**config.mk**
```make
export PLATFORM = sky130hd
export DESIGN_NAME = piece_block_receive_tracker_unit
export DESIGN_NICKNAME = d
export VERILOG_FILES = /design/src/rtl/core/pbrt_pkg.sv /design/src/rtl/core/piece_block_receive_tracker_unit.sv /design/src/rtl/core/pbrt_check.sv /design/src/rtl/core/pbrt_tag_mem.sv
export SDC_FILE = /design/constraint.sdc
export NUM_CORES = 2
export LEC_CHECK = 0
export BUFFER_PORTS_ARGS = -buffer_cell sky130_fd_sc_hd__buf_4
export CORE_ASPECT_RATIO = 1.2
export CORE_MARGIN = 5
export CORE_UTILIZATION = 63
export CTS_CLUSTER_DIAMETER = 60
export DETAILED_ROUTE_END_ITERATION = 8
export PLACE_DENSITY = 0.87
export SLEW_MARGIN = 20
export SYNTH_ARGS = -nofsm -noshare
export SYNTH_HDL_FRONTEND = slang
export SYNTH_SLANG_ARGS = --single-unit
```
**constraint.sdc**
```tcl
create_clock -name clk -period 11.9 [get_ports clk]
set_input_delay 0.595 -clock clk [delete_from_list [all_inputs] [get_ports clk]]
set_output_delay 0.595 -clock clk [all_outputs]
set_load 0.01 [all_outputs]
```
**src/rtl/core/pbrt_pkg.sv**
```systemverilog
package pbrt_pkg;

    // Defaults of the top-level parameters.
    localparam int BLOCK_SHIFT_DEF = 14;
    localparam int MAX_BLOCKS_DEF  = 256;

    // Fixed field widths.
    localparam int PIECE_BYTES_W = 23;
    localparam int OFFSET_W      = 24;
    localparam int LENGTH_W      = 16;
    localparam int STATUS_W      = 2;
    localparam int IN_TDATA_W    = 40;

    // Configuration port.
    localparam int PADDR_W = 3;
    localparam int PDATA_W = 32;
    localparam logic REG_PIECE_BYTES    = 1'b0;
    localparam logic REG_PIECE_VERIFIED = 1'b1;

    // Width of the session tag kept in each bitmap entry.
    localparam int EPOCH_W = 8;

    // Result status codes.
    localparam logic [STATUS_W-1:0] ST_ACCEPTED  = 2'd0;
    localparam logic [STATUS_W-1:0] ST_REJECTED  = 2'd1;
    localparam logic [STATUS_W-1:0] ST_DUPLICATE = 2'd2;
    localparam logic [STATUS_W-1:0] ST_COMPLETE  = 2'd3;

    // Outcome of the request checks, carried from the check logic to the tracker.
    typedef struct packed {
        logic                reject;
        logic [OFFSET_W-1:0] block;
    } check_t;

endpackage

```
**src/rtl/core/piece_block_receive_tracker_unit.sv**
```systemverilog
// Tracks which blocks of one piece have arrived and answers every block
// transfer with one status transfer (accepted, rejected, duplicate, or
// accepted with the piece complete) plus the count of blocks still missing.
// Each item is first checked and its bitmap entry read from the tag memory,
// then the entry and the counters are updated and the output register is
// loaded. The input takes no new item while one is still waiting for its
// update. A result left waiting in the output register holds up the next
// update. Each bitmap entry stores a session tag; a new piece session bumps
// the tag instead of clearing the bitmap. After reset, and after every
// (2**EPOCH_W - 1)th completed piece, a clearing pass rewrites every entry of
// the tag memory and holds off input transfers. Configuration writes are
// taken at any time, but belong between items, with no item in flight.
module piece_block_receive_tracker_unit
    import pbrt_pkg::*;
#(
    parameter int BLOCK_SHIFT = BLOCK_SHIFT_DEF,
    parameter int MAX_BLOCKS  = MAX_BLOCKS_DEF,
    localparam int CNT_W       = $clog2(MAX_BLOCKS + 1),
    localparam int OUT_TDATA_W = ((STATUS_W + CNT_W + 7) / 8) * 8
)
(
    input  logic                   clk,
    input  logic                   rst_n,

    input  logic                   s_axis_tvalid,
    output logic                   s_axis_tready,
    // [23:0] block_offset, [39:24] block_length
    input  logic [IN_TDATA_W-1:0]  s_axis_tdata,

    output logic                   m_axis_tvalid,
    input  logic                   m_axis_tready,
    // [1:0] status, [CNT_W+1:2] remaining_blocks, rest zero
    output logic [OUT_TDATA_W-1:0] m_axis_tdata,

    input  logic                   psel,
    input  logic                   penable,
    input  logic                   pwrite,
    input  logic [PADDR_W-1:0]     paddr,
    input  logic [PDATA_W-1:0]     pwdata,
    output logic [PDATA_W-1:0]     prdata,
    output logic                   pready
);

    localparam int IDX_W = (MAX_BLOCKS > 1) ? $clog2(MAX_BLOCKS) : 1;
    localparam logic [OFFSET_W-1:0] BS = OFFSET_W'(1) << BLOCK_SHIFT;
    localparam logic [EPOCH_W-1:0]  EPOCH_MAX = '1;

    // Configuration registers.
    logic [PIECE_BYTES_W-1:0] piece_bytes_reg;
    logic                     piece_verified_reg;
    logic                     cfg_wr;

    // Tracking state.
    logic                     tracking_reg;
    logic [CNT_W-1:0]         missing_reg;
    logic [EPOCH_W-1:0]       epoch_reg;
    logic                     sweep_reg;
    logic [IDX_W-1:0]         sweep_idx_reg;

    // Item in flight between the memory read and the update.
    logic                     s1_valid_reg;
    logic                     s1_reject_reg;
    logic [IDX_W-1:0]         s1_idx_reg;

    // Output register.
    logic                     out_valid_reg;
    logic [STATUS_W-1:0]      out_status_reg;
    logic [CNT_W-1:0]         out_remain_reg;

    check_t                   chk;
    logic                     in_fire;
    logic                     s1_fire;
    logic [EPOCH_W-1:0]       rd_tag;

    logic [OFFSET_W-1:0]      bc_full;
    logic [CNT_W-1:0]         block_cnt;
    logic                     start;
    logic                     hit;
    logic [EPOCH_W-1:0]       cur_epoch;
    logic [CNT_W-1:0]         base_cnt;
    logic [CNT_W-1:0]         dec_cnt;
    logic                     set_entry;
    logic                     done_piece;
    logic [STATUS_W-1:0]      status_next;
    logic [CNT_W-1:0]         remain_next;

    logic                     mem_we;
    logic [IDX_W-1:0]         mem_waddr;
    logic [EPOCH_W-1:0]       mem_wdata;

    // ---------------------------------------------------------------
    // Configuration port
    // ---------------------------------------------------------------
    assign pready = 1'b1;
    assign cfg_wr = psel && penable && pwrite && pready;

    always_ff @(posedge clk or negedge rst_n)
    begin
        if (!rst_n)
        begin
            piece_bytes_reg    <= '0;
            piece_verified_reg <= 1'b0;
        end
        else if (cfg_wr)
        begin
            if (paddr[2] == REG_PIECE_BYTES)
            begin
                piece_bytes_reg <= pwdata[PIECE_BYTES_W-1:0];
            end
            else
            begin
                piece_verified_reg <= pwdata[0];
            end
        end
    end

    always_comb
    begin
        if (paddr[2] == REG_PIECE_BYTES)
        begin
            prdata = PDATA_W'(piece_bytes_reg);
        end
        else
        begin
            prdata = PDATA_W'(piece_verified_reg);
        end
    end

    // ---------------------------------------------------------------
    // Request check and bitmap read
    // ---------------------------------------------------------------
    pbrt_check #(
        .BLOCK_SHIFT (BLOCK_SHIFT),
        .MAX_BLOCKS  (MAX_BLOCKS)
    ) u_check (
        .block_offset   (s_axis_tdata[OFFSET_W-1:0]),
        .block_length   (s_axis_tdata[OFFSET_W+LENGTH_W-1:OFFSET_W]),
        .piece_bytes    (piece_bytes_reg),
        .piece_verified (piece_verified_reg),
        .check          (chk)
    );

    assign s_axis_tready = !s1_valid_reg && !sweep_reg;
    assign in_fire       = s_axis_tvalid && s_axis_tready;
    assign s1_fire       = s1_valid_reg && (!out_valid_reg || m_axis_tready);

    pbrt_tag_mem #(
        .DEPTH  (MAX_BLOCKS),
        .ADDR_W (IDX_W),
        .DATA_W (EPOCH_W)
    ) u_tag_mem (
        .clk     (clk),
        .wr_en   (mem_we),
        .wr_addr (mem_waddr),
        .wr_data (mem_wdata),
        .rd_en   (in_fire),
        .rd_addr (chk.block[IDX_W-1:0]),
        .rd_data (rd_tag)
    );

    always_ff @(posedge clk or negedge rst_n)
    begin
        if (!rst_n)
        begin
            s1_valid_reg <= 1'b0;
        end
        else if (in_fire)
        begin
            s1_valid_reg <= 1'b1;
        end
        else if (s1_fire)
        begin
            s1_valid_reg <= 1'b0;
        end
    end

    always_ff @(posedge clk)
    begin
        if (in_fire)
        begin
            s1_reject_reg <= chk.reject;
            s1_idx_reg    <= chk.block[IDX_W-1:0];
        end
    end

    // ---------------------------------------------------------------
    // Update
    // ---------------------------------------------------------------
    always_comb
    begin
        bc_full   = (OFFSET_W'(piece_bytes_reg) + (BS - OFFSET_W'(1))) >> BLOCK_SHIFT;
        block_cnt = (bc_full > OFFSET_W'(MAX_BLOCKS)) ? CNT_W'(MAX_BLOCKS)
                                                      : bc_full[CNT_W-1:0];

        // An entry counts as set only if it carries the tag of the live session.
        start     = !tracking_reg;
        hit       = tracking_reg && (rd_tag == epoch_reg);
        cur_epoch = start ? epoch_reg + EPOCH_W'(1) : epoch_reg;
        base_cnt  = start ? block_cnt : missing_reg;
        dec_cnt   = (base_cnt != '0) ? base_cnt - CNT_W'(1) : '0;

        set_entry  = !s1_reject_reg && !hit;
        done_piece = set_entry && (dec_cnt == '0);

        if (s1_reject_reg)
        begin
            status_next = ST_REJECTED;
            remain_next = tracking_reg ? missing_reg : '0;
        end
        else if (hit)
        begin
            status_next = ST_DUPLICATE;
            remain_next = missing_reg;
        end
        else if (done_piece)
        begin
            status_next = ST_COMPLETE;
            remain_next = '0;
        end
        else
        begin
            status_next = ST_ACCEPTED;
            remain_next = dec_cnt;
        end
    end

    always_comb
    begin
        if (sweep_reg)
        begin
            mem_we    = 1'b1;
            mem_waddr = sweep_idx_reg;
            mem_wdata = '0;
        end
        else
        begin
            mem_we    = s1_fire && set_entry;
            mem_waddr = s1_idx_reg;
            mem_wdata = cur_epoch;
        end
    end

    always_ff @(posedge clk or negedge rst_n)
    begin
        if (!rst_n)
        begin
            tracking_reg  <= 1'b0;
            missing_reg   <= '0;
            epoch_reg     <= '0;
            sweep_reg     <= 1'b1;
            sweep_idx_reg <= '0;
        end
        else
        begin
            if (sweep_reg)
            begin
                sweep_idx_reg <= sweep_idx_reg + IDX_W'(1);
                if (sweep_idx_reg == IDX_W'(MAX_BLOCKS - 1))
                begin
                    sweep_reg <= 1'b0;
                end
            end

            if (s1_fire && set_entry)
            begin
                if (done_piece)
                begin
                    tracking_reg <= 1'b0;
                    missing_reg  <= '0;
                    // Tags are about to run out: wipe the memory and restart them.
                    if (cur_epoch == EPOCH_MAX)
                    begin
                        epoch_reg     <= '0;
                        sweep_reg     <= 1'b1;
                        sweep_idx_reg <= '0;
                    end
                    else
                    begin
                        epoch_reg <= cur_epoch;
                    end
                end
                else
                begin
                    tracking_reg <= 1'b1;
                    missing_reg  <= dec_cnt;
                    epoch_reg    <= cur_epoch;
                end
            end
        end
    end

    // ---------------------------------------------------------------
    // Output register
    // ---------------------------------------------------------------
    always_ff @(posedge clk or negedge rst_n)
    begin
        if (!rst_n)
        begin
            out_valid_reg <= 1'b0;
        end
        else if (s1_fire)
        begin
            out_valid_reg <= 1'b1;
        end
        else if (m_axis_tready)
        begin
            out_valid_reg <= 1'b0;
        end
    end

    always_ff @(posedge clk)
    begin
        if (s1_fire)
        begin
            out_status_reg <= status_next;
            out_remain_reg <= remain_next;
        end
    end

    assign m_axis_tvalid = out_valid_reg;
    assign m_axis_tdata  = OUT_TDATA_W'({out_remain_reg, out_status_reg});

    // ---------------------------------------------------------------
    // Assertions
    // ---------------------------------------------------------------
    a_no_input_in_sweep: assert property (@(posedge clk) disable iff (!rst_n)
        sweep_reg |-> !in_fire)
        else $error("input transfer taken during the clearing pass");

    a_s1_held: assert property (@(posedge clk) disable iff (!rst_n)
        (s1_valid_reg && !s1_fire) |=> s1_valid_reg)
        else $error("item in flight lost");

    a_complete_zero: assert property (@(posedge clk) disable iff (!rst_n)
        (m_axis_tvalid && out_status_reg == ST_COMPLETE) |-> (out_remain_reg == '0))
        else $error("complete piece reports missing blocks");

    a_accepted_nonzero: assert property (@(posedge clk) disable iff (!rst_n)
        (m_axis_tvalid && out_status_reg == ST_ACCEPTED) |-> (out_remain_reg != '0))
        else $error("accepted block reports zero missing blocks");

    a_tag_wrap_sweep: assert property (@(posedge clk) disable iff (!rst_n)
        (s1_fire && done_piece && cur_epoch == EPOCH_MAX) |=> (sweep_reg && epoch_reg == '0))
        else $error("tag wrap without clearing pass");

    a_idle_when_inactive: assert property (@(posedge clk) disable iff (!rst_n)
        !tracking_reg |-> (missing_reg == '0))
        else $error("missing count left over after tracking ended");

endmodule

```
**src/rtl/core/pbrt_check.sv**
```systemverilog
module pbrt_check
    import pbrt_pkg::*;
#(
    parameter int BLOCK_SHIFT = BLOCK_SHIFT_DEF,
    parameter int MAX_BLOCKS  = MAX_BLOCKS_DEF
)
(
    input  logic [OFFSET_W-1:0]      block_offset,
    input  logic [LENGTH_W-1:0]      block_length,
    input  logic [PIECE_BYTES_W-1:0] piece_bytes,
    input  logic                     piece_verified,
    output check_t                   check
);

    localparam logic [OFFSET_W-1:0] BS = OFFSET_W'(1) << BLOCK_SHIFT;

    logic [OFFSET_W-1:0] pb_ext;
    logic [OFFSET_W-1:0] rest;
    logic [OFFSET_W-1:0] expect_len;
    logic [OFFSET_W-1:0] blk;
    logic                in_range;
    logic                aligned;
    logic                blk_ok;
    logic                len_ok;

    always_comb
    begin
        pb_ext   = OFFSET_W'(piece_bytes);
        in_range = block_offset < pb_ext;
        aligned  = (block_offset & (BS - OFFSET_W'(1))) == '0;
        blk      = block_offset >> BLOCK_SHIFT;
        blk_ok   = blk < OFFSET_W'(MAX_BLOCKS);
        // The last block of the piece may be shorter than a full block.
        rest       = pb_ext - block_offset;
        expect_len = (rest < BS) ? rest : BS;
        len_ok     = OFFSET_W'(block_length) == expect_len;

        check.reject = piece_verified || !in_range || !aligned || !blk_ok || !len_ok;
        check.block  = blk;
    end

endmodule

```
**src/rtl/core/pbrt_tag_mem.sv**
```systemverilog
module pbrt_tag_mem
    import pbrt_pkg::*;
#(
    parameter int DEPTH  = MAX_BLOCKS_DEF,
    parameter int ADDR_W = 8,
    parameter int DATA_W = EPOCH_W
)
(
    input  logic              clk,
    input  logic              wr_en,
    input  logic [ADDR_W-1:0] wr_addr,
    input  logic [DATA_W-1:0] wr_data,
    input  logic              rd_en,
    input  logic [ADDR_W-1:0] rd_addr,
    output logic [DATA_W-1:0] rd_data
);

    logic [DATA_W-1:0] mem [DEPTH];
    logic [DATA_W-1:0] rd_data_reg;

    always_ff @(posedge clk)
    begin
        if (wr_en)
        begin
            mem[wr_addr] <= wr_data;
        end
        if (rd_en)
        begin
            rd_data_reg <= mem[rd_addr];
        end
    end

    assign rd_data = rd_data_reg;

endmodule

```
==> results.txt <==
----------------------------------------------------
[Worst hold path]
  Min-delay src ... m_axis_tready
  Min-Delay Endpoint ... m_axis_tvalid
  Hold WC Path Type ... in -> reg
  Hold Path Depth ... 3

[CTS]
  Clock latency reported for the late side of the worst-skew pair ... 0.85 ns
  Number of sinks driven by the clock tree ... approximately 2100
  H-tree levels ... 4
  Number of clock buffers inserted by TritonCTS ... 185
  Clock tree from TritonCTS ... yes
  Number of buffers inserted to repair setup after CTS ... 0
  Clock transition at path regs ... 0.08 ns
  Clock root buffer ... sky130_fd_sc_hd__clkbuf_16
  CTS max path bufs ... 3
  Hold-fix buffer count after cts ... 27
  # resized after CTS ... 0

[Critical path]
  R2R Setup Slk ... 6.11 ns
  Reg-to-reg critical path startpoint ... epoch_reg[7]
  Delay of the slowest cell on the worst path ... 0.85 ns
  Slowest CP cell ... sky130_fd_sc_hd__nor2_1
  Critical Path, Cell by Cell ... xor2_1 -> nor3_1 -> nand4_1 -> nor2b_1 -> nand2_1 -> nor3_1 -> a21oi_1 -> nor2_1 -> nand2_1 -> buf_4 -> nor2_1
  Classification of the worst setup path ... reg -> reg
  Crit path required time ... about 12 ns
  Depth of the worst register-to-register path ... 11
  Cell family with the largest share of critical-path delay ... simple AND/OR/NAND/NOR gates
  Reg-to-reg critical path endpoint ... u_tag_mem.mem[65][0]
  Critical path endpoint category ... flop
  Critical path peak fanout ... 22
  Count of buffering cells on the critical path with inverters included ... 1
  Element type at the critical path start ... flop
  Critical path arrival ... about 6.2 ns

[Route]
  Remaining routing DRC violations ... 0
  Via Count ... approximately 46000
  Detailed-route wire length per cell ... 40.0 um
  Final WL ... 241 mm
  Final antenna-violating net count ... 0
  First drt pass iteration count ... 9
  Iteration-0 DRC count of the detailed router ... 7831
  Number of vias per cell after detailed routing ... roughly 7.6

[STA]
  Summed negative setup slack over all endpoints ... 0 ns
  Actual slew at the worst max-slew pin ... 1.22 ns
  Setup repair after global routing missed its margin ... no
  Slew Viols, Final ... 0
  Min Clock Period, post-route ... 5.79 ns
  Worst clock skew ... about 0.044 ns
  Worst-case headroom to the max-slew limit ... about a fifth
  Final setup vio count ... 0
  Setup slack of the critical path after layout ... 6.11 ns
  Final worst path period share ... 48.6%
  Top achievable clock speed ... 173 MHz
  Final hold violations ... 0

[Yosys]
  Leading cell types by total area after synthesis ... sky130_fd_sc_hd__edfxtp_1, sky130_fd_sc_hd__mux4_2, sky130_fd_sc_hd__dfrtp_1, sky130_fd_sc_hd__nor2_1, sky130_fd_sc_hd__clkbuf_1
  Most common cell in the synthesized netlist ... sky130_fd_sc_hd__edfxtp_1
  Largest area contributor in the synthesized netlist ... sky130_fd_sc_hd__edfxtp_1
  Primary FF master, synth ... sky130_fd_sc_hd__edfxtp_1
  Synth unique cells ... 83
  Fraction of post-synthesis cell area in the top cell type by area ... 73.3%
  Register bit total from synthesis ... approximately 2100
  Number of warnings printed during yosys synthesis ... 0
  Post-synthesis instance total ... 3927
  Synthesized area divided by synthesized cell count ... 21.7 um^2
  Fraction of registers with async set or reset after synthesis ... under 10%
  Most frequent cells after synthesis ... sky130_fd_sc_hd__edfxtp_1, sky130_fd_sc_hd__mux4_2, sky130_fd_sc_hd__nor2_1, sky130_fd_sc_hd__clkbuf_1, sky130_fd_sc_hd__nand2_1
  Netlist area before placement ... 85000 um^2
  Number of flops mapped to enable cells by yosys ... 2076
  Proportion of synthesized chip area in sequential cells ... between 70 and 80%

[Place]
  Count of port buffers added during placement ... 106
  Post-detailed-placement half-perimeter wirelength ... between 100 and 150 mm
  Area post-placement ... 87800 um^2
  Dpl cells ... 5660
  Final Wtd Congestion ... 0.869
  Worst slack at placement ... 6.27 ns

[Cells and area]
  Area delta synth->final ... 11.0%
  Flip-flop count of the largest register, all copies and words added ... between 2000 and 2500
  Count of placed standard cells in the final layout, fillers left out ... 6043
  Fraction of layout instances using a drive strength above 1 ... 28.3%
  Final instance area ... 94400 um^2
  Final net count ... 4202
  Filler cell count ... 6878

[Floorplanning]
  Die width ... between 300 and 400 um
  Top Ports ... 133
  Die area ... 142000 um^2
  Num rows ... roughly 150
  Effective utilization at floorplan ... 63.5%
  CORE AREA ... approximately 130000 um^2
  Die Y-Extent ... 412 um

[Run status]
  Run status ... complete, no violations

[GRT]
  Via count of the first global-routing pass ... ~46000
  Total GRT Usage ... approximately a third
  Overflow left after global routing ... 0
  Wire length of the first global-routing pass ... 345 mm
  Largest net degree at the start of global routing ... 257
  Number of antenna violations at the first check in global routing ... 15

[Power and ir drop]
  Total power per unit cell area ... 171 nW/um^2
  Worst IR Drop VDD ... between 0.1 and 0.15 mV
  Static leakage ... 27.6 nW
  Total power of the final layout ... roughly 16 mW

[Flow run]
  Maximum capacitance violations ... 0

----------------------------------------------------
routing by layer:
layer	up-vias	part of all wire [%]	global-route usage, %
li1	16700	-	-
met1	23300	31	41.8
met2	4585	49	55.0
met3	1140	11	8.49
met4	14	8.3	21.2
met5	-	0.043	0.204
layout make-up:
type / count / area [um^2] / area share (%)
Inverter: 41 / 161 / 0.171
Clock inverter: 131 / 1340 / 1.42
Multi-Input combinational cell: 1542 / 20400 / 21.6
Clock buffer: 212 / 4770 / 5.06
Timing Repair Buffer: 193 / 1750 / 1.85
Sequential cell: 2129 / 63700 / 67.5
Antenna cell: 7 / 17.5 / 0.0186
Tap cell: 1788 / 2240 / 2.37
layout by cell type (no fill, tap or decap), drive strengths merged, types with 9 or more instances in the layout:
cell type and count:
a211oi 10, a21oi 43, and2 10, and3 9
buf 166, bufinv 22, clkbuf 212, clkinv 88
clkinvlp 13, conb 15, dfrtp 52, dlygate4sd3 27
edfxtp 2076, ha 27, inv 49, mux2 28
mux4 680, nand2 102, nand2b 11, nand3 17
nand4 11, nor2 306, nor2b 25, nor3 19
nor4 11, o21ai 32, o31ai 12, o32ai 9
or2 11, xnor2 26, xor2 24
worst reg2reg max path: stages, from the launching register on:
cell	delay, ns
sky130_fd_sc_hd__dfrtp_1	0.54
sky130_fd_sc_hd__xor2_1	0.31
sky130_fd_sc_hd__nor3_1	0.13
sky130_fd_sc_hd__nand4_1	0.29
sky130_fd_sc_hd__nor2b_1	0.51
sky130_fd_sc_hd__nand2_1	0.68
sky130_fd_sc_hd__nor3_1	0.42
sky130_fd_sc_hd__a21oi_1	0.16
sky130_fd_sc_hd__nor2_1	0.36
sky130_fd_sc_hd__nand2_1	0.63
sky130_fd_sc_hd__buf_4	0.49
sky130_fd_sc_hd__nor2_1	0.87
power breakdown:
group / leakage [nW] / switching [mW] / total [mW] / internal [mW]
clock network: 2.98 / 2.92 / 6.30 / 3.38
registers: 17.9 / 0.0561 / 8.49 / 8.44
logic: 6.67 / 0.887 / 1.33 / 0.447
total: 27.6 / 3.86 / 16.1 / 12.3
worst max-delay path by stage:
stage                     start               endpoint  slack (ns)  cells past startpoint
2_1_floorplan      tracking_reg    u_tag_mem.mem[0][0]        2.28                      5
3_3_place_gp   s_axis_tdata[14]   u_tag_mem.rd_data[5]        6.31                      7
3_5_place_dp   s_axis_tdata[14]   u_tag_mem.rd_data[5]        6.27                      7
4_1_cts            epoch_reg[2]  u_tag_mem.mem[180][7]        6.17                      8
5_1_grt            epoch_reg[5]   u_tag_mem.mem[57][5]        6.26                     11
6_report           epoch_reg[7]   u_tag_mem.mem[65][0]        6.11                     11
metrics by stage:
stage,hold slack [ns],utilization (%)
6_report,0.0754,70.5
5_1_grt,0.0873,70.5
4_1_cts,0.0344,70.3
3_5_place_dp,0.503,65.6
3_3_place_gp,0.481,65.6
2_1_floorplan,0.299,-
cells by family (layout without fill, tap and decap cells):
kind of cell	Yosys count	in the layout	synth area share [%]
DFF	2129	2129	74.9
muxes	712	712	18.4
and+or+nand+nor	551	551	2.89
buffers and inverters	269	577	1.27
AOI/OAI and AO/OA	186	186	1.59
xor gates and xnor gates	50	50	0.515
adders and majority gates	28	28	0.421
other	2	22	0.00883
Note: power is estimated with default switching activity, not from simulation.
